`src/sv/assert_macros.svh`:
```
// assertion macros used by the rtl
`ifndef ASSERT_MACROS_SVH
`define ASSERT_MACROS_SVH

`ifndef NO_ASSERTIONS

`define AST_IMPLY(lbl, ante, cons, msg) \
    lbl: assert property (@(posedge clk) disable iff (!rst_n) (ante) |-> (cons)) \
        else $error(msg);

`define AST_NEXT(lbl, ante, cons, msg) \
    lbl: assert property (@(posedge clk) disable iff (!rst_n) (ante) |=> (cons)) \
        else $error(msg);

`else

`define AST_IMPLY(lbl, ante, cons, msg)

`define AST_NEXT(lbl, ante, cons, msg)

`endif

`endif

```
`src/sv/srgbqb_pkg.sv`:
```
`timescale 1ns / 1ps

package srgbqb_pkg;

    localparam int CodeW = 8;
    localparam int LinW = 16;
    localparam int SumW = LinW + 2;
    localparam int NumCodes = 256;
    localparam int TopCode = NumCodes - 1;
    localparam int ElbowCode = 10;

    typedef logic [CodeW-1:0] code_t;
    typedef logic [LinW-1:0] lin_t;
    typedef lin_t lut_t [NumCodes];

    typedef struct packed {
        code_t top_left_red;
        code_t top_left_green;
        code_t top_left_blue;
        code_t top_right_red;
        code_t top_right_green;
        code_t top_right_blue;
        code_t bottom_left_red;
        code_t bottom_left_green;
        code_t bottom_left_blue;
        code_t bottom_right_red;
        code_t bottom_right_green;
        code_t bottom_right_blue;
    } quad_t;

    typedef struct packed {
        code_t mean_red;
        code_t mean_green;
        code_t mean_blue;
    } pixel_t;

    function automatic real curve_fn(int c);
        real x;
        x = (real'(c) / 255.0 + 0.055) / 1.055;
        return 65536.0 * $pow(x, 2.4);
    endfunction

    function automatic lut_t build_decode();
        lut_t t;
        int v;
        for (int c = 0; c < NumCodes; c++)
        begin
            if (c <= ElbowCode)
                v = (2 * 655360 * c + 32946) / 65892;
            else
                v = $rtoi($floor(curve_fn(c) + 0.5));
            if (v > 65535)
                v = 65535;
            t[c] = lin_t'(v);
        end
        return t;
    endfunction

    // smallest average that reaches each code
    function automatic lut_t build_thresh();
        lut_t t;
        int v;
        for (int c = 0; c < NumCodes; c++)
        begin
            if (c == 0)
                v = 0;
            else if (c <= ElbowCode)
                v = (655360 * c + 32945) / 32946;
            else if (c == TopCode)
                v = 65535;
            else
                v = $rtoi($ceil(curve_fn(c)));
            if (v > 65535)
                v = 65535;
            t[c] = lin_t'(v);
        end
        return t;
    endfunction

    localparam lut_t DECODE_LUT = build_decode();
    localparam lut_t THRESH_LUT = build_thresh();

endpackage

```
`src/sv/srgbqb_lane.sv`:
```
`timescale 1ns / 1ps

module srgbqb_lane (
    input  logic                 clk,
    input  logic                 adv,
    input  srgbqb_pkg::code_t    c0,
    input  srgbqb_pkg::code_t    c1,
    input  srgbqb_pkg::code_t    c2,
    input  srgbqb_pkg::code_t    c3,
    output srgbqb_pkg::code_t    code
);
    import srgbqb_pkg::*;

    logic [SumW-1:0]      sum;
    lin_t                 avg_reg;
    logic [TopCode:1]     therm_reg;
    logic [TopCode:1]     therm_next;
    code_t                code_reg;
    code_t                code_next;
    logic [TopCode:1]     edge_bits;

    assign sum = SumW'(DECODE_LUT[c0]) + SumW'(DECODE_LUT[c1])
               + SumW'(DECODE_LUT[c2]) + SumW'(DECODE_LUT[c3]);

    always_comb
    begin
        for (int c = 1; c <= TopCode; c++)
        begin
            therm_next[c] = (avg_reg >= THRESH_LUT[c]);
        end
    end

    // thermometer to binary via the top set bit
    always_comb
    begin
        code_next = '0;
        for (int c = 1; c <= TopCode; c++)
        begin
            if (c == TopCode)
                edge_bits[c] = therm_reg[c];
            else
                edge_bits[c] = therm_reg[c] & ~therm_reg[c+1];
        end
        for (int c = 1; c <= TopCode; c++)
        begin
            if (edge_bits[c])
                code_next = code_next | code_t'(c);
        end
    end

    always_ff @(posedge clk)
    begin
        if (adv)
        begin
            avg_reg   <= sum[SumW-1:2];
            therm_reg <= therm_next;
            code_reg  <= code_next;
        end
    end

    assign code = code_reg;

endmodule

```
`config.mk`:
```
export PLATFORM = sky130hd
export DESIGN_NAME = srgbqb_lane
export DESIGN_NICKNAME = d
export VERILOG_FILES = /design/src/sv/assert_macros.svh /design/src/sv/srgbqb_pkg.sv /design/src/sv/srgbqb_lane.sv
export SDC_FILE = /design/constraint.sdc
export NUM_CORES = 2
export LEC_CHECK = 0
export BUFFER_PORTS_ARGS = -buffer_cell sky130_fd_sc_hd__buf_2
export CAP_MARGIN = 10
export CORE_MARGIN = 5
export CORE_UTILIZATION = 40
export DETAILED_ROUTE_END_ITERATION = 12
export RECOVER_POWER = 50
export SETUP_SLACK_MARGIN = 0.1
export SYNTH_ARGS = -nofsm -noshare
export SYNTH_HDL_FRONTEND = slang
export SYNTH_SLANG_ARGS = --single-unit
```
`constraint.sdc`:
```
create_clock -name clk -period 8 [get_ports clk]
set_clock_uncertainty 0.2 [all_clocks]
set_input_delay 0.4 -clock clk [delete_from_list [all_inputs] [get_ports clk]]
set_output_delay 0.4 -clock clk [all_outputs]
set_load 0.01 [all_outputs]
```
== Word level (Yosys, flattened, before mapping) ==
Memory sizes are Yosys's and may differ from the RTL's.
Cells that the tools add are included.

* Bits of input ports: 34
* Word-level logic and storage cells: 1,054
* Memory bits (read-only): 16,384
* Output and inout port bits: 8
* Memories: 4
* Flip-flop bits (word level): 279

{| class="wikitable"
|+ Memory list
! name !! words !! bits a word !! rd ports !! clocked after Yosys merged registers in !! wr ports !! RTL line !! RTL
|-
| (no name shown) || 256 || 16 || 1 || 0 || 0 || srgbqb_lane.sv:23 || <nowiki>+ SumW'(DECODE_LUT[c2]) + SumW'(DECODE_LUT[c3]);</nowiki>
|-
| (no name shown) || 256 || 16 || 1 || 0 || 0 || srgbqb_lane.sv:23 ||
|-
| (no name shown) || 256 || 16 || 1 || 0 || 0 || srgbqb_lane.sv:22 || <nowiki>assign sum = SumW'(DECODE_LUT[c0]) + SumW'(DECODE_LUT[c1])</nowiki>
|-
| (no name shown) || 256 || 16 || 1 || 0 || 0 || srgbqb_lane.sv:22 ||
|}

* Bitwise operators: 512
* Reductions and logical operators: 7
* Magnitude comparators: 259
* Muxes and demuxes: 259
* $add $sub $neg: 3

{| class="wikitable"
|+ Operators by type and width
! cell !! count
|-
| $ge 16x16->1 const B || 68
|-
| $mux 8 || 120
|-
| $ge 16x15->1 const B || 51
|-
| $ge 16x14->1 const B || 37
|-
| $ge 16x13->1 const B || 29
|-
| $mux 7 || 64
|-
| $ge 16x12->1 const B || 21
|-
| $ge 16x11->1 const B || 16
|-
| $and 1x1->1 || 254
|-
| $not 1->1 || 254
|-
| $ge 16x10->1 const B || 12
|-
| $mux 6 || 32
|-
| $ge 16x9->1 const B || 9
|-
| $mux 16 || 8
|-
| $reduce_or 128->1 || 1
|-
| $ge 16x8->1 const B || 6
|-
| $mux 5 || 16
|-
| $reduce_or 64->1 || 1
|-
| $ge 16x7->1 const B || 3
|-
| $ge 9x9->1 const B || 4
|-
| $not 8->9 || 4
|-
| $ge 16x6->1 const B || 2
|-
| $mux 4 || 8
|-
| $reduce_or 32->1 || 1
|-
| other kinds (11) || 19
|}

== Depth between registers and ports, before layout ==
* Depth after elaboration: 253
* Gate-level depth with buffers: 28
* Mapped depth without buffers: 26

== Worst setup path after synthesis ==
OpenSTA, ideal clock, no wires.

* Kind: input port to flip-flop
* From: in c1[2]
* To: reg avg_reg[15], data pin
* Slack: 1.056 ns
* Setup time: 0.261 ns
* Data required time: 7.539 ns
* Data arrival time: 6.483 ns
* Stages on the path: 27
* Cells stage by stage: clkbuf_1 -> inv_2 -> buf_1 -> clkbuf_1 -> buf_1 -> ha_1 -> clkbuf_1 -> inv_1 -> a21oi_1 -> a21oi_1 -> mux4_2 -> o21ai_0 -> fa_1 -> fa_1 -> nand2_1 -> a311oi_2 -> o211a_1 -> fa_1 -> a21o_1 -> a21oi_1 -> o21bai_1 -> a21o_1 -> a21oi_1 -> o21ai_0 -> o41ai_1 -> o21ai_0 -> a221o_1

* Cells in the longest elaborated chain, start to end: 7

{| class="wikitable"
|+ RTL lines
! element !! RTL line !! RTL
|-
| start: declaration || srgbqb_lane.sv:7 || <nowiki>input srgbqb_pkg::code_t c1,</nowiki>
|-
| $not 8->9 (implied by the code) || srgbqb_lane.sv:22 ||
|-
| $mem_v2 256x16 || - ||
|-
| $mux 16 (implied by the code) (2 in a row) || srgbqb_lane.sv:22 ||
|-
| $add 16x16->17 || srgbqb_lane.sv:22 ||
|-
| $add 17x16->18 || srgbqb_lane.sv:23 ||
|-
| $add 18x16->18 || srgbqb_lane.sv:23 ||
|-
| named net sum[17] || srgbqb_lane.sv:14 || <nowiki>logic [SumW-1:0] sum;</nowiki>
|-
| end signal: assignment || srgbqb_lane.sv:55 || <nowiki>avg_reg <= sum[SumW-1:2];</nowiki>
|-
| end: declaration || srgbqb_lane.sv:15 || <nowiki>lin_t avg_reg;</nowiki>
|}

The timed path passes the listed nets, and every way through them passes these cells. The select of a mux whose other input is x is not followed.
A chain may end at the register's enable or synchronous reset.

== Worst setup path in the final report ==
* From: in c2[1]
* To: reg avg_reg[15], data pin

* Cells in the longest elaborated chain, start to end: 6

{| class="wikitable"
|+ RTL lines
! element !! RTL line !! RTL
|-
| start: declaration || srgbqb_lane.sv:8 || <nowiki>input srgbqb_pkg::code_t c2,</nowiki>
|-
| $not 8->9 (implied by the code) || srgbqb_lane.sv:23 ||
|-
| $mem_v2 256x16 || - ||
|-
| $mux 16 (implied by the code) (2 in a row) || srgbqb_lane.sv:23 ||
|-
| $add 17x16->18 || srgbqb_lane.sv:23 ||
|-
| $add 18x16->18 || srgbqb_lane.sv:23 ||
|-
| named net sum[17] || srgbqb_lane.sv:14 ||
|}

The timed path passes the listed nets, and every way through them passes these cells. The select of a mux whose other input is x is not followed.

==> impl_metrics.env <==
export IMPL_drc=0
export IMPL_rows=106
export IMPL_ir_drop_mv=0.158
export IMPL_ant_nets=0
export IMPL_clk_pin_slew_ns=0.06
export IMPL_multiInputGateArea_mm2=0.0228
export IMPL_fp_coreArea_mm2=0.0834
export IMPL_largest_register_ffs=255
export IMPL_worst_ep_required_time_ns=8.09
export IMPL_cts_resized=0
export IMPL_drt_initial_drc_count=8522
export IMPL_seq_area_mm2=0.00838
export IMPL_tritoncts="done"
export IMPL_r2r_slack_ns=3.53
export IMPL_finalHoldViolations=0
export IMPL_ioPinCount=42
export IMPL_p_int_mw=4.51
export IMPL_hold_class="flop to flop"
export IMPL_r2r_start="avg_reg[14]"
export IMPL_synth_fp_nets=4993
export IMPL_power_frac_clock=0.163
export IMPL_clk_insertion_delay_late_ns=0.54
export IMPL_critPathKind="primary input to flop"
export IMPL_fin_tns_setup_ns=0
export IMPL_r2r_end="therm_reg[29]"
export IMPL_endpoint_kind="flop"
export IMPL_worstPathMaxFanout=15
export IMPL_worst_pin_slew_ns=6.85
export IMPL_power_frac_comb=0.594
export IMPL_critPathCapture="avg_reg[15]"
export IMPL_via_per_inst=7.29
export IMPL_synth_area_mm2=0.0336
export IMPL_grtUsageTotal=0.430
export IMPL_critPathLaunch="c2[1]"
export IMPL_via_count=42300
export IMPL_status="complete, but fails checks"
export IMPL_worst_setup_path_start_kind="primary input"
export IMPL_num_fill_cells=8743
export IMPL_clock_sink_count=279
export IMPL_yosys_warnings=0
export IMPL_die_h_um=300
export IMPL_swShare=0.550
export IMPL_critical_path_top_delay_family="compound AO/OA/AOI/OAI gates"
export IMPL_violations="max-capacitance violations, max-slew violations"
export IMPL_power_frac_seq=0.243
export IMPL_grt_max_degree=161
export IMPL_period_share=0.879
export IMPL_numCtsBuffers=34
export IMPL_firstDrtPassIters=11
export IMPL_reg2reg_depth=7
export IMPL_htreeDepth=2
export IMPL_syn_to_final_growth_pct=8.59
export IMPL_cap_violations=1
export IMPL_yosysUniqueCellTypes=85
export IMPL_gp_routability_congestion=1.12
export IMPL_numPlacedInstances=5734
export IMPL_slew_limit_headroom=-3.57
export IMPL_ys_ff_latch=279
export IMPL_grt_antenna_before_repair=13
export IMPL_timing_fmax_mhz=142
export IMPL_clockBufferDepth=3
export IMPL_setup_viol=0
export IMPL_arrival_ns=7.12
export IMPL_power_leakage_nw=13.2
export IMPL_syn_avg_cell_area_um2=6.95
export IMPL_grt_pass1_wl_um=286000
export IMPL_wl_per_cell_um=35.2
export IMPL_ys_flop_type="edfxtp_1"
export IMPL_nNetsFinal=4851
export IMPL_path_depth=25
export IMPL_start_util=0.403
export IMPL_placement_io_buffers=41
export IMPL_instances_no_fill=5802
export IMPL_cts_root_buf="clkbuf_16"
export IMPL_wirelength_um=204000
export IMPL_worst_path_max_delay_cell="ha_1"
export IMPL_cts_hold_buffers=0
export IMPL_pwr_density_cell_mw_per_mm2=275
export IMPL_design_die_area_mm2=0.0899
export IMPL_fin_crit_ns=7.03
export IMPL_post_cts_buffers=0
export IMPL_grt_ovfl_total=0
export IMPL_drive_above_1_share=0.0840
export IMPL_grt_pass1_vias=38000
export IMPL_rsz0062_at_grt="no"
export IMPL_worst_path_largest_cell_delay_ns=0.74
export IMPL_async_reset_ff_frac=0
export IMPL_dieWidth_um=300
export IMPL_netlist_instances=4833
export IMPL_yosysSeqAreaShare=0.249
export IMPL_slew_viol_final=121
export IMPL_cp_num_buf_inv=2
export IMPL_dp_hpwl_um=152000
export IMPL_synth_edf_count=279
export IMPL_p_sw_mw=5.51
cell families (layout without fill, tap and decap cells):
| logic type | count (synthesis) | count (layout) | share of synthesized area |
|---|---|---|---|
| AND/OR/NAND/NOR | 1791 | 1791 | 0.237 |
| other | 0 | 8 | 0 |
| XOR/XNOR | 16 | 16 | 0.00417 |
| AO/OA/AOI/OAI | 1913 | 1913 | 0.350 |
| buffers and inverters | 647 | 528 | 0.0735 |
| flip-flops | 279 | 279 | 0.249 |
| adder cells (fa/ha/maj) | 126 | 126 | 0.0541 |
| multiplexers | 61 | 61 | 0.0317 |
per-stage QoR:
step	util	power (mW)	setup WS [ns]	hold slack (ns)	cell area, um^2
final	0.437	10.0	0.967	0.567	36500
after global placement	0.423	8.06	0.786	0.545	35300
after CTS	0.437	9.58	1.23	0.313	36500
after detailed placement	0.424	7.95	0.692	0.542	35300
after global routing	0.437	10.2	0.698	0.612	36500
after floorplan	-	5.33	1.06	0.312	33600
synthesized netlist by cell type (all sizes together) (11+ instances only):
cell type / number / area (um^2)
nand2: 626 / 2350
o21ai: 594 / 2970
nor2: 556 / 2090
a21oi: 555 / 2780
clkbuf: 357 / 1350
edfxtp: 279 / 8380
inv: 192 / 721
nor3: 149 / 746
nand3: 120 / 601
a211oi: 115 / 863
a31oi: 102 / 638
buf: 94 / 384
ha: 94 / 1180
nand2b: 92 / 578
o211ai: 67 / 503
nor2b: 66 / 413
o31ai: 61 / 472
o311ai: 49 / 429
o22ai: 46 / 288
a311oi: 43 / 383
nand4: 41 / 257
mux4: 36 / 811
nor4: 33 / 206
a2111oi: 32 / 282
fa: 32 / 641
a21o: 31 / 233
a221oi: 31 / 272
mux2i: 22 / 220
and2: 21 / 133
o221ai: 21 / 184
and3: 20 / 125
o2111ai: 20 / 181
or3: 19 / 119
or2: 18 / 113
a211o: 14 / 124
a22oi: 13 / 97.6
o21a: 12 / 90.1
a32oi: 11 / 96.3
metal layers:
layer	global-route usage	wire length, um	share of wire	vias to the layer above
met5	0.00487	112	0.00055	-
met3	0.130	30400	0.15	880
li1	-	-	-	17600
met1	0.581	76900	0.38	19800
met2	0.610	80900	0.40	3985
met4	0.241	16100	0.079	10
final cells by class:
cell class / instances / area share
Multi-Input combinational cell: 3907 / 0.624
Sequential cell: 279 / 0.230
Timing Repair Buffer: 273 / 0.0568
Tap cell: 1080 / 0.0370
Clock buffer: 37 / 0.0242
Inverter: 196 / 0.0202
Clock inverter: 22 / 0.00744
Antenna cell: 8 / 0.000549
power by group through the flow:
| stage | clock, mW | combinational, mW | sequential, mW |
|---|---|---|---|
| detailed placement | 0 | 5.53 | 2.42 |
| finish | 1.63 | 5.96 | 2.43 |
| CTS | 1.63 | 5.55 | 2.39 |
| global placement | 0 | 5.64 | 2.42 |
| floorplan | 0 | 3.12 | 2.21 |
| global route | 1.70 | 6.04 | 2.44 |
cell usage in the layout, fill, tap and decap left out, drive strengths merged, types with 115 or more instances in the layout:
master,Yosys,layout
nor2,556,556
edfxtp,279,279
a211oi,115,115
nand3,120,120
a21oi,555,555
nand2,626,626
o21ai,594,594
inv,192,193
buf,94,263
nor3,149,149
worst min path at each step:
stage	startpoint	to	slack, ns	cells after the start
after floorplan	adv	avg_reg[0]	0.31	0
after global placement	therm_reg[136]	code[7]	0.55	3
after detailed placement	therm_reg[136]	code[7]	0.54	3
after CTS	adv	therm_reg[86]	0.31	1
after global routing	therm_reg[136]	code[7]	0.61	3
final	therm_reg[136]	code[7]	0.57	3
worst min-delay path, stage by stage, from the launching register on:
cell and delay, ns:
edfxtp_1 0.36, a21oi_1 0.07, nand3_1 0.11, or4_1 0.12
Power figures use the tool's default switching activity.
