===== src/sv/assert_macros.svh =====
// assertion macros used by the rtl
`ifndef ASSERT_MACROS_SVH
`define ASSERT_MACROS_SVH

`ifndef NO_ASSERTIONS

`define AST_IMPLY(lbl, ante, cons, msg) \
    lbl: assert property (@(posedge clk) disable iff (!rst_n) (ante) |-> (cons)) \
        else $error(msg);

`define AST_NEXT(lbl, ante, cons, msg) \
    lbl: assert property (@(posedge clk) disable iff (!rst_n) (ante) |=> (cons)) \
        else $error(msg);

`else

`define AST_IMPLY(lbl, ante, cons, msg)

`define AST_NEXT(lbl, ante, cons, msg)

`endif

`endif


===== src/sv/srgbqb_pkg.sv =====
`timescale 1ns / 1ps

package srgbqb_pkg;

    localparam int CodeW = 8;
    localparam int LinW = 16;
    localparam int SumW = LinW + 2;
    localparam int NumCodes = 256;
    localparam int TopCode = NumCodes - 1;
    localparam int ElbowCode = 10;

    typedef logic [CodeW-1:0] code_t;
    typedef logic [LinW-1:0] lin_t;
    typedef lin_t lut_t [NumCodes];

    typedef struct packed {
        code_t top_left_red;
        code_t top_left_green;
        code_t top_left_blue;
        code_t top_right_red;
        code_t top_right_green;
        code_t top_right_blue;
        code_t bottom_left_red;
        code_t bottom_left_green;
        code_t bottom_left_blue;
        code_t bottom_right_red;
        code_t bottom_right_green;
        code_t bottom_right_blue;
    } quad_t;

    typedef struct packed {
        code_t mean_red;
        code_t mean_green;
        code_t mean_blue;
    } pixel_t;

    function automatic real curve_fn(int c);
        real x;
        x = (real'(c) / 255.0 + 0.055) / 1.055;
        return 65536.0 * $pow(x, 2.4);
    endfunction

    function automatic lut_t build_decode();
        lut_t t;
        int v;
        for (int c = 0; c < NumCodes; c++)
        begin
            if (c <= ElbowCode)
                v = (2 * 655360 * c + 32946) / 65892;
            else
                v = $rtoi($floor(curve_fn(c) + 0.5));
            if (v > 65535)
                v = 65535;
            t[c] = lin_t'(v);
        end
        return t;
    endfunction

    // smallest average that reaches each code
    function automatic lut_t build_thresh();
        lut_t t;
        int v;
        for (int c = 0; c < NumCodes; c++)
        begin
            if (c == 0)
                v = 0;
            else if (c <= ElbowCode)
                v = (655360 * c + 32945) / 32946;
            else if (c == TopCode)
                v = 65535;
            else
                v = $rtoi($ceil(curve_fn(c)));
            if (v > 65535)
                v = 65535;
            t[c] = lin_t'(v);
        end
        return t;
    endfunction

    localparam lut_t DECODE_LUT = build_decode();
    localparam lut_t THRESH_LUT = build_thresh();

endpackage


===== src/sv/srgbqb_merge.sv =====
`timescale 1ns / 1ps

`include "assert_macros.svh"

module srgbqb_merge (
    input  logic                 clk,
    input  logic                 rst_n,
    input  logic                 src_valid,
    input  srgbqb_pkg::code_t    red,
    input  srgbqb_pkg::code_t    green,
    input  srgbqb_pkg::code_t    blue,
    input  logic                 pixel_stall,
    output logic                 pixel_valid,
    output srgbqb_pkg::pixel_t   pixel,
    output logic                 adv
);
    import srgbqb_pkg::*;

    logic   valid_reg;
    pixel_t pixel_reg;

    assign adv = !valid_reg || !pixel_stall;

    always_ff @(posedge clk or negedge rst_n)
    begin
        if (!rst_n)
            valid_reg <= 1'b0;
        else if (adv)
            valid_reg <= src_valid;
    end

    always_ff @(posedge clk)
    begin
        if (adv)
        begin
            pixel_reg.mean_red   <= red;
            pixel_reg.mean_green <= green;
            pixel_reg.mean_blue  <= blue;
        end
    end

    assign pixel_valid = valid_reg;
    assign pixel       = pixel_reg;

    `AST_NEXT(a_hold_on_stall, valid_reg && pixel_stall, valid_reg, "output lost while stalled")
    `AST_IMPLY(a_adv_when_empty, !valid_reg, adv, "pipeline frozen with empty output")
    `AST_NEXT(a_load_src, adv && src_valid, valid_reg, "lane result dropped")

endmodule


===== config.mk =====
export PLATFORM = sky130hd
export DESIGN_NAME = srgbqb_merge
export DESIGN_NICKNAME = d
export VERILOG_FILES = /design/src/sv/srgbqb_pkg.sv /design/src/sv/srgbqb_merge.sv
export VERILOG_INCLUDE_DIRS = /design/src /design/src/sv
export SDC_FILE = /design/constraint.sdc
export NUM_CORES = 1
export LEC_CHECK = 0
export ABC_AREA = 1
export BUFFER_PORTS_ARGS = -buffer_cell sky130_fd_sc_hd__buf_2
export CAP_MARGIN = 5
export CORE_ASPECT_RATIO = 0.7
export CORE_MARGIN = 2
export CORE_UTILIZATION = 41
export CTS_CLUSTER_SIZE = 28
export DETAILED_ROUTE_END_ITERATION = 16
export PLACE_DENSITY = 0.8
export RECOVER_POWER = 100
export SLEW_MARGIN = 15
export SYNTH_ARGS = -nofsm -noshare
export SYNTH_HDL_FRONTEND = slang
export SYNTH_SLANG_ARGS = --single-unit
export TNS_END_PERCENT = 20

===== constraint.sdc =====
create_clock -name clk -period 2.79 [get_ports clk]
set_input_delay 0.837 -clock clk [delete_from_list [all_inputs] [get_ports clk]]
set_output_delay 0.837 -clock clk [all_outputs]
set_load 0.005 [all_outputs]

### Yosys cells after proc, flatten, opt, wreduce, memory -nomap -nowiden

Index checks and enable logic that the tools add are counted.

* latch bits: 0
* word-level logic and storage cells: 7
* output and inout port bits: 26
* memory bits (writable): 0
* memories: 0
* input bits: 28
* flip-flop bits (word level): 25
* memory bits (read-only): 0

* eq/ne operators: 0
* multipliers: 0
* bitwise operators: 0
* div/mod/pow operators: 0
* shifts and indexed selects: 0
* magnitude comparators: 0
* $add $sub $neg: 0
* reductions and logical operators: 3
* multiplexer cells: 0

Operator list (number)
* $logic_not A1 Y1: 2
* $logic_or A1 B1 Y1: 1

### Logic depth before layout (Yosys ltp)

Gate-level depths: netlist (run 1).

* depth after elaboration: 2
* gate-level depth with buffers: 2

### Worst setup path before layout (run 1)

Ideal clock, no wire load.

* path kind: input-to-output
* start: in pixel_stall
* end: out adv
* path buffers: 0
* arrival time: 1171 ps
* slack: 782 ps
* cell stages on the path: 1
* data required time: 1953 ps
* cells stage by stage: nand2_2

* cells in the longest elaborated chain, start to end: 2

Ends and longest elaborated chain
* start: declaration: RTL line srgbqb_merge.sv:12 `input logic pixel_stall,`
* $logic_not A1 Y1: RTL line srgbqb_merge.sv:22 `assign adv = !valid_reg || !pixel_stall;`
* $logic_or A1 B1 Y1: RTL line srgbqb_merge.sv:22
* end: declaration: RTL line srgbqb_merge.sv:15 `output logic adv`

Every way passes these cells.

### Worst setup path in the final report (run 1)

* start: in pixel_stall
* end: reg pixel_reg, in the netlist pixel[9] (enable)

* cells in the longest elaborated chain, start to end: 2

Ends and longest elaborated chain
* $logic_not A1 Y1: RTL line srgbqb_merge.sv:22
* $logic_or A1 B1 Y1: RTL line srgbqb_merge.sv:22
* end: declaration: RTL line srgbqb_merge.sv:20 `pixel_t pixel_reg;`

Every way passes these cells.
A chain may end at the register's enable or synchronous reset.

==> flow_metrics.py, run 1 <==
metrics = {
    "timing": {
        "finalSetupTns_ps": 0,
        "rsz0062_at_grt": "false",
        "max_slew_margin_pct": 15.6,
        "post-route-min-period_ps": 2000,
        "setup_viol": 0,
        "worst_pin_slew_ps": 1270,
        "slew_violations": 0,
        "period_share_pct": 71.7,
        "fin_skew_ps": 2.23,
        "max_freq_mhz": 500,
        "hold_viol": 0,
    },
    "pwr": {
        "pwr-share-clk_pct": 22.9,
        "power.leakage_nw": 0.451,
        "internal_power_uw": 525,
        "p_per_area_nw_per_um2": 612,
        "p_comb_share_pct": 8.2,
        "ir_worst_vdd_mv": 0.531,
        "power_uw": 651,
        "swShare_pct": 19.4,
        "switching_power_uw": 126,
        "power_frac_seq_pct": 68.9,
    },
    "flow_run": {
        "maxCapViolations": 0,
    },
    "clock_tree": {
        "htreeDepth": 1,
        "cts_setup_buffers": 0,
        "cts_tree": "done",
        "cts_resized": 0,
        "cts_buffers": 3,
        "clk_pin_slew_ps": 120,
        "hold_buffers": 0,
        "cts-root-buf": "clkbuf_4",
        "cts_num_sinks": 25,
        "insertion_delay_ps": 300,
        "clock_path_buffers": 2,
    },
    "worst_setup_path": {
        "cpPeakStageDelay_ps": 930,
        "crit_fanout": 25,
        "cp-start-kind": "primary input",
        "cp_slowest_cell": "clkbuf_1",
        "cp.depth": 3,
        "end_kind": "register",
        "critPathTopFamily": "buffers and inverters",
        "path_cells": "buf_2 > nand2_1 > clkbuf_1",
        "crit_buf_inv": 2,
        "required_ps": 2720,
        "crit_type": "in -> reg",
        "critPathArrivalTime_ps": 1930,
        "rr_worst_depth": 2,
    },
    "route": {
        "drtPass1Iterations": 4,
        "routed_wl_um": 1310,
        "wire_per_inst_um": 12.2,
        "drt_iter0_drc": 17,
        "num_vias": 471,
        "route.detailed.drc": 0,
        "viasPerCell": 4.40,
        "antenna_left": 0,
    },
    "global_routing": {
        "antenna_found_initial": 0,
        "globalRouteOverflowTotal": 0,
        "grt_pass1_vias": 470,
        "grt_max_degree": 26,
        "grtUsageTotal_pct": 12.7,
        "grt_first_pass_wirelength_um": 1990,
    },
    "floorplan": {
        "die_w_um": 55.5,
        "die_y_um": 40.1,
        "num_rows": 12,
        "core_um2": 1670,
        "io_pins": 54,
        "initial_utilization_pct": 45.7,
        "die-area_um2": 2220,
    },
    "worst_hold_path": {
        "min_path_type": "in -> async",
    },
    "synth": {
        "syn_area_um2": 762,
        "ys_ff_latch": 25,
        "syn-num-nets": 56,
        "yosysWarnings": 0,
        "yosysSeqAreaShare_pct": 97.9,
        "postSynthCellCount": 28,
        "avgSynthCellArea_um2": 27.2,
        "ys_types": 4,
    },
    "final_layout": {
        "num_antenna_cells": 0,
        "fin_util_pct": 63.9,
        "nFillCells": 136,
        "final_common_cell": "buf_2",
        "mostFrequentLayoutCells": "40 x buf_2, 24 x edfxtp_1, 15 x clkbuf_1",
        "syn_to_final_growth_pct": 39.7,
        "largest_reg_flops": 24,
        "drive_gt1_share_pct": 51.2,
        "final_nets": 115,
    },
    "place": {
        "io_buffers": 53,
        "gp_congestion": 0.582,
    },
    "run_status": {
        "outcome": "complete, no violations",
    },
}
## kinds of logic (layout without fill, tap and decap cells)
logic type	count (synthesis)	in the layout	synth area share, %
buffers and inverters	1	59	0.492
DFF	25	25	97.9
and+or+nand+nor	2	2	1.64
## cell type report
| class | instances | area [um^2] | area share (%) |
|---|---|---|---|
| clock buffer | 4 | 26.3 | 2.47 |
| inverter | 1 | 3.75 | 0.353 |
| tap | 21 | 26.3 | 2.47 |
| multi-input combinational | 2 | 10.0 | 0.940 |
| timing repair buffer | 54 | 253 | 23.7 |
| sequential | 25 | 746 | 70.0 |
## stage by stage
step | hold slack (ps) | setup slack (ps) | area (um^2) | std cells
global route | 243 | 700 | 1060 | 107
global placement | 613 | 865 | 1060 | 103
floorplan | 541 | 782 | 762 | 28
detailed placement | 613 | 857 | 1060 | 103
CTS | 268 | 856 | 1090 | 107
finish | 279 | 789 | 1060 | 107
## cells in the mapped netlist
library cell | n | area share (%)
inv_1 | 1 | 0.49
dfrtp_1 | 1 | 3.3
nand2_2 | 2 | 1.6
edfxtp_1 | 24 | 95
## power groups by stage
stage | Clock, mW | Sequential [mW] | Combinational [mW]
CTS | 0.157 | 0.449 | 0.0593
global route | 0.178 | 0.452 | 0.0599
detailed placement | 0 | 0.457 | 0.0594
floorplan | 0 | 0.461 | 0.00835
global placement | 0 | 0.455 | 0.0581
finish | 0.149 | 0.449 | 0.0535
## layer usage
layer  global-route usage [%]  up-vias  wire length [um]
met4                     3.66        0                 0
met2                     22.9       29               717
li1                         -      223                 -
met5                        0        -                 0
met1                     13.5      219               436
met3                     6.77        0               151
## path summary, 6_finish.rpt
kind / to / slack (ps) / startpoint
setup / recovery: pixel[9]$_DFFE_PP_ / 790 / pixel_stall
hold / removal: pixel_valid$_DFFE_PN0P_ / 280 / rst_n
setup reg to reg: pixel[9]$_DFFE_PP_ / 990 / pixel_valid$_DFFE_PN0P_
hold reg to reg: pixel_valid$_DFFE_PN0P_ / 1150 / pixel_valid$_DFFE_PN0P_
max in group asynchronous: pixel_valid$_DFFE_PN0P_ / 2430 / rst_n
min in group clk: pixel[20]$_DFFE_PP_ / 700 / red[4]
## worst register-to-register path, delay by kind of cell, from the launching register on
| kind | cells | cell delay [ps] |
|---|---|---|
| flops | 1 | 400 |
| simple gates | 1 | 80 |
| buf+inv | 1 | 930 |
Power figures use the tool's default switching activity.
==> run 2: changes to the inputs <==
- CORE_UTILIZATION: 41 -> 38
- PLACE_DENSITY: 0.8 -> 0.75
- clock period: 2.79 -> 1.9 ns (I/O delays scaled with it)
==> run 2 against run 1 <==
  * Clock skew is 0.88 ps lower
  * Sequential cell count did not move
  * Worst setup slack lost 370 ps
  * Design area grew 1.6%
  * Core utilization down 6.0 points
  * Sequential power is 47% higher
  * Global-route usage decreased by 0.53 points
  * Via count shrank 0.85%
  * Final cell count rose by 1.9%
==> flow_metrics.py, run 2 (synthesis results as in run 1) <==
metrics = {
    "worst_setup_path": {
        "path_cells": "nand2_2 > clkbuf_1",
        "critPathLaunch": "pixel_valid$_DFFE_PN0P_",
        "rr_worst_depth": 2,
        "crit_type": "reg -> out",
        "cp_slowest_cell": "dfrtp_1",
        "timing.rr.start": "pixel_valid$_DFFE_PN0P_",
        "end_kind": "output pin",
        "cp-start-kind": "register",
        "cpPeakStageDelay_ps": 410,
        "cp.depth": 2,
        "required_ps": 1330,
        "reg2reg_to": "pixel[15]$_DFFE_PP_",
        "crit_fanout": 2,
        "critPathCapture": "adv",
        "critPathTopFamily": "flip-flops",
        "critPathArrivalTime_ps": 910,
        "crit_buf_inv": 1,
        "r2r_setup_slack_ps": 580,
    },
    "floorplan": {
        "die_y_um": 41.5,
        "io_pins": 54,
        "initial_utilization_pct": 40.7,
        "die-area_um2": 2390,
        "core_um2": 1870,
        "die_w_um": 57.5,
        "num_rows": 13,
    },
    "route": {
        "routed_wl_um": 1380,
        "drtPass1Iterations": 3,
        "drt_iter0_drc": 6,
        "antenna_left": 0,
        "num_vias": 467,
        "wire_per_inst_um": 12.7,
        "route.detailed.drc": 0,
        "viasPerCell": 4.28,
    },
    "timing": {
        "fin_skew_ps": 1.35,
        "fin_ws_ps": 419,
        "period_share_pct": 78.0,
        "hold_slack_ps": 426,
        "slew_violations": 0,
        "rsz0062_at_grt": "false",
        "setup_viol": 0,
        "max_freq_mhz": 675,
        "max_slew_margin_pct": 60.1,
        "finalSetupTns_ps": 0,
        "post-route-min-period_ps": 1480,
        "worst_pin_slew_ps": 599,
        "hold_viol": 0,
    },
    "pwr": {
        "ir_worst_vdd_mv": 0.744,
        "p_per_area_nw_per_um2": 894,
        "power_uw": 967,
        "power.leakage_nw": 0.465,
    },
    "global_routing": {
        "use_met2_pct": 19.8,
        "use_met3_pct": 6.23,
        "globalRouteMet1Util_pct": 14.2,
        "grt_max_degree": 26,
        "grt_first_pass_wirelength_um": 2150,
        "antenna_found_initial": 0,
        "grt_busiest_layer": "met2",
        "grt_pass1_vias": 459,
        "globalRouteOverflowTotal": 0,
        "grtUsageTotal_pct": 12.1,
    },
    "clock_tree": {
        "clock_path_buffers": 2,
        "cts_buffers": 3,
        "cts_resized": 0,
        "cts-root-buf": "clkbuf_4",
        "htreeDepth": 1,
        "clk_pin_slew_ps": 130,
        "cts_num_sinks": 25,
        "cts_tree": "done",
        "insertion_delay_ps": 310,
    },
    "final_layout": {
        "largest_reg_flops": 24,
        "final_cell_area_um2": 1080,
        "num_antenna_cells": 0,
        "mostFrequentLayoutCells": "41 x buf_2, 24 x edfxtp_1, 11 x clkbuf_1",
        "drive_gt1_share_pct": 55.2,
        "final_common_cell": "buf_2",
        "final_nets": 116,
        "syn_to_final_growth_pct": 42.0,
    },
    "place": {
        "place_area_um2": 1060,
        "gp_congestion": 0.627,
        "io_buffers": 53,
        "place_ws_ps": 495,
        "dp_hpwl_um": 1060,
    },
    "flow_run": {
        "maxCapViolations": 0,
    },
    "worst_hold_path": {
        "min_path_type": "in -> reg",
    },
    "run_status": {
        "outcome": "complete, no violations",
    },
}
-- run 2: stage by stage --
| step | std cells | utilization (%) |
|---|---|---|
| 3_3_place_gp | 104 | 56.8 |
| 2_1_floorplan | 28 | - |
| 3_5_place_dp | 104 | 56.8 |
| 4_1_cts | 109 | 58.8 |
| 5_1_grt | 109 | 57.9 |
| 6_report | 109 | 57.9 |
-- run 2: per-layer routing --
layer / wire length [um] / up-vias
li1: - / 227
met1: 513 / 219
met2: 755 / 19
met3: 101 / 2
met4: 12 / 0
met5: 0 / -
-- run 2: area by class of cell --
class	instances	area [um^2]
well taps	22	27.5
repair buffers	55	265
clock buffers	3	22.5
clock inverters	1	5.00
flip-flops and latches	25	746
multi-input cells	2	12.5
inverters	1	3.75
fillers	166	788
-- run 2: what timing repair did --
| action | in CTS | in global routing |
|---|---|---|
| hold endpoints to repair | 1 | 0 |
| setup endpoints to repair | 0 | 0 |
| hold buffers | 1 | 0 |
| setup buffers | 0 | 0 |
-- run 2: how the worst min path moves through the flow --
stage,start,end,slack (ps),cells past startpoint
floorplan,rst_n,pixel_valid$_DFFE_PN0P_,270,0
global placement,rst_n,pixel_valid$_DFFE_PN0P_,350,1
detailed placement,rst_n,pixel_valid$_DFFE_PN0P_,350,1
CTS,green[4],pixel[12]$_DFFE_PP_,410,1
global route,red[4],pixel[20]$_DFFE_PP_,390,1
finish,red[5],pixel[21]$_DFFE_PP_,430,1
-- run 2: power by group --
| group | internal [mW] | switching (mW) |
|---|---|---|
| clock network | 0.0786 | 0.148 |
| logic | 0.0423 | 0.0403 |
| registers | 0.649 | 0.00875 |
| total | 0.770 | 0.198 |
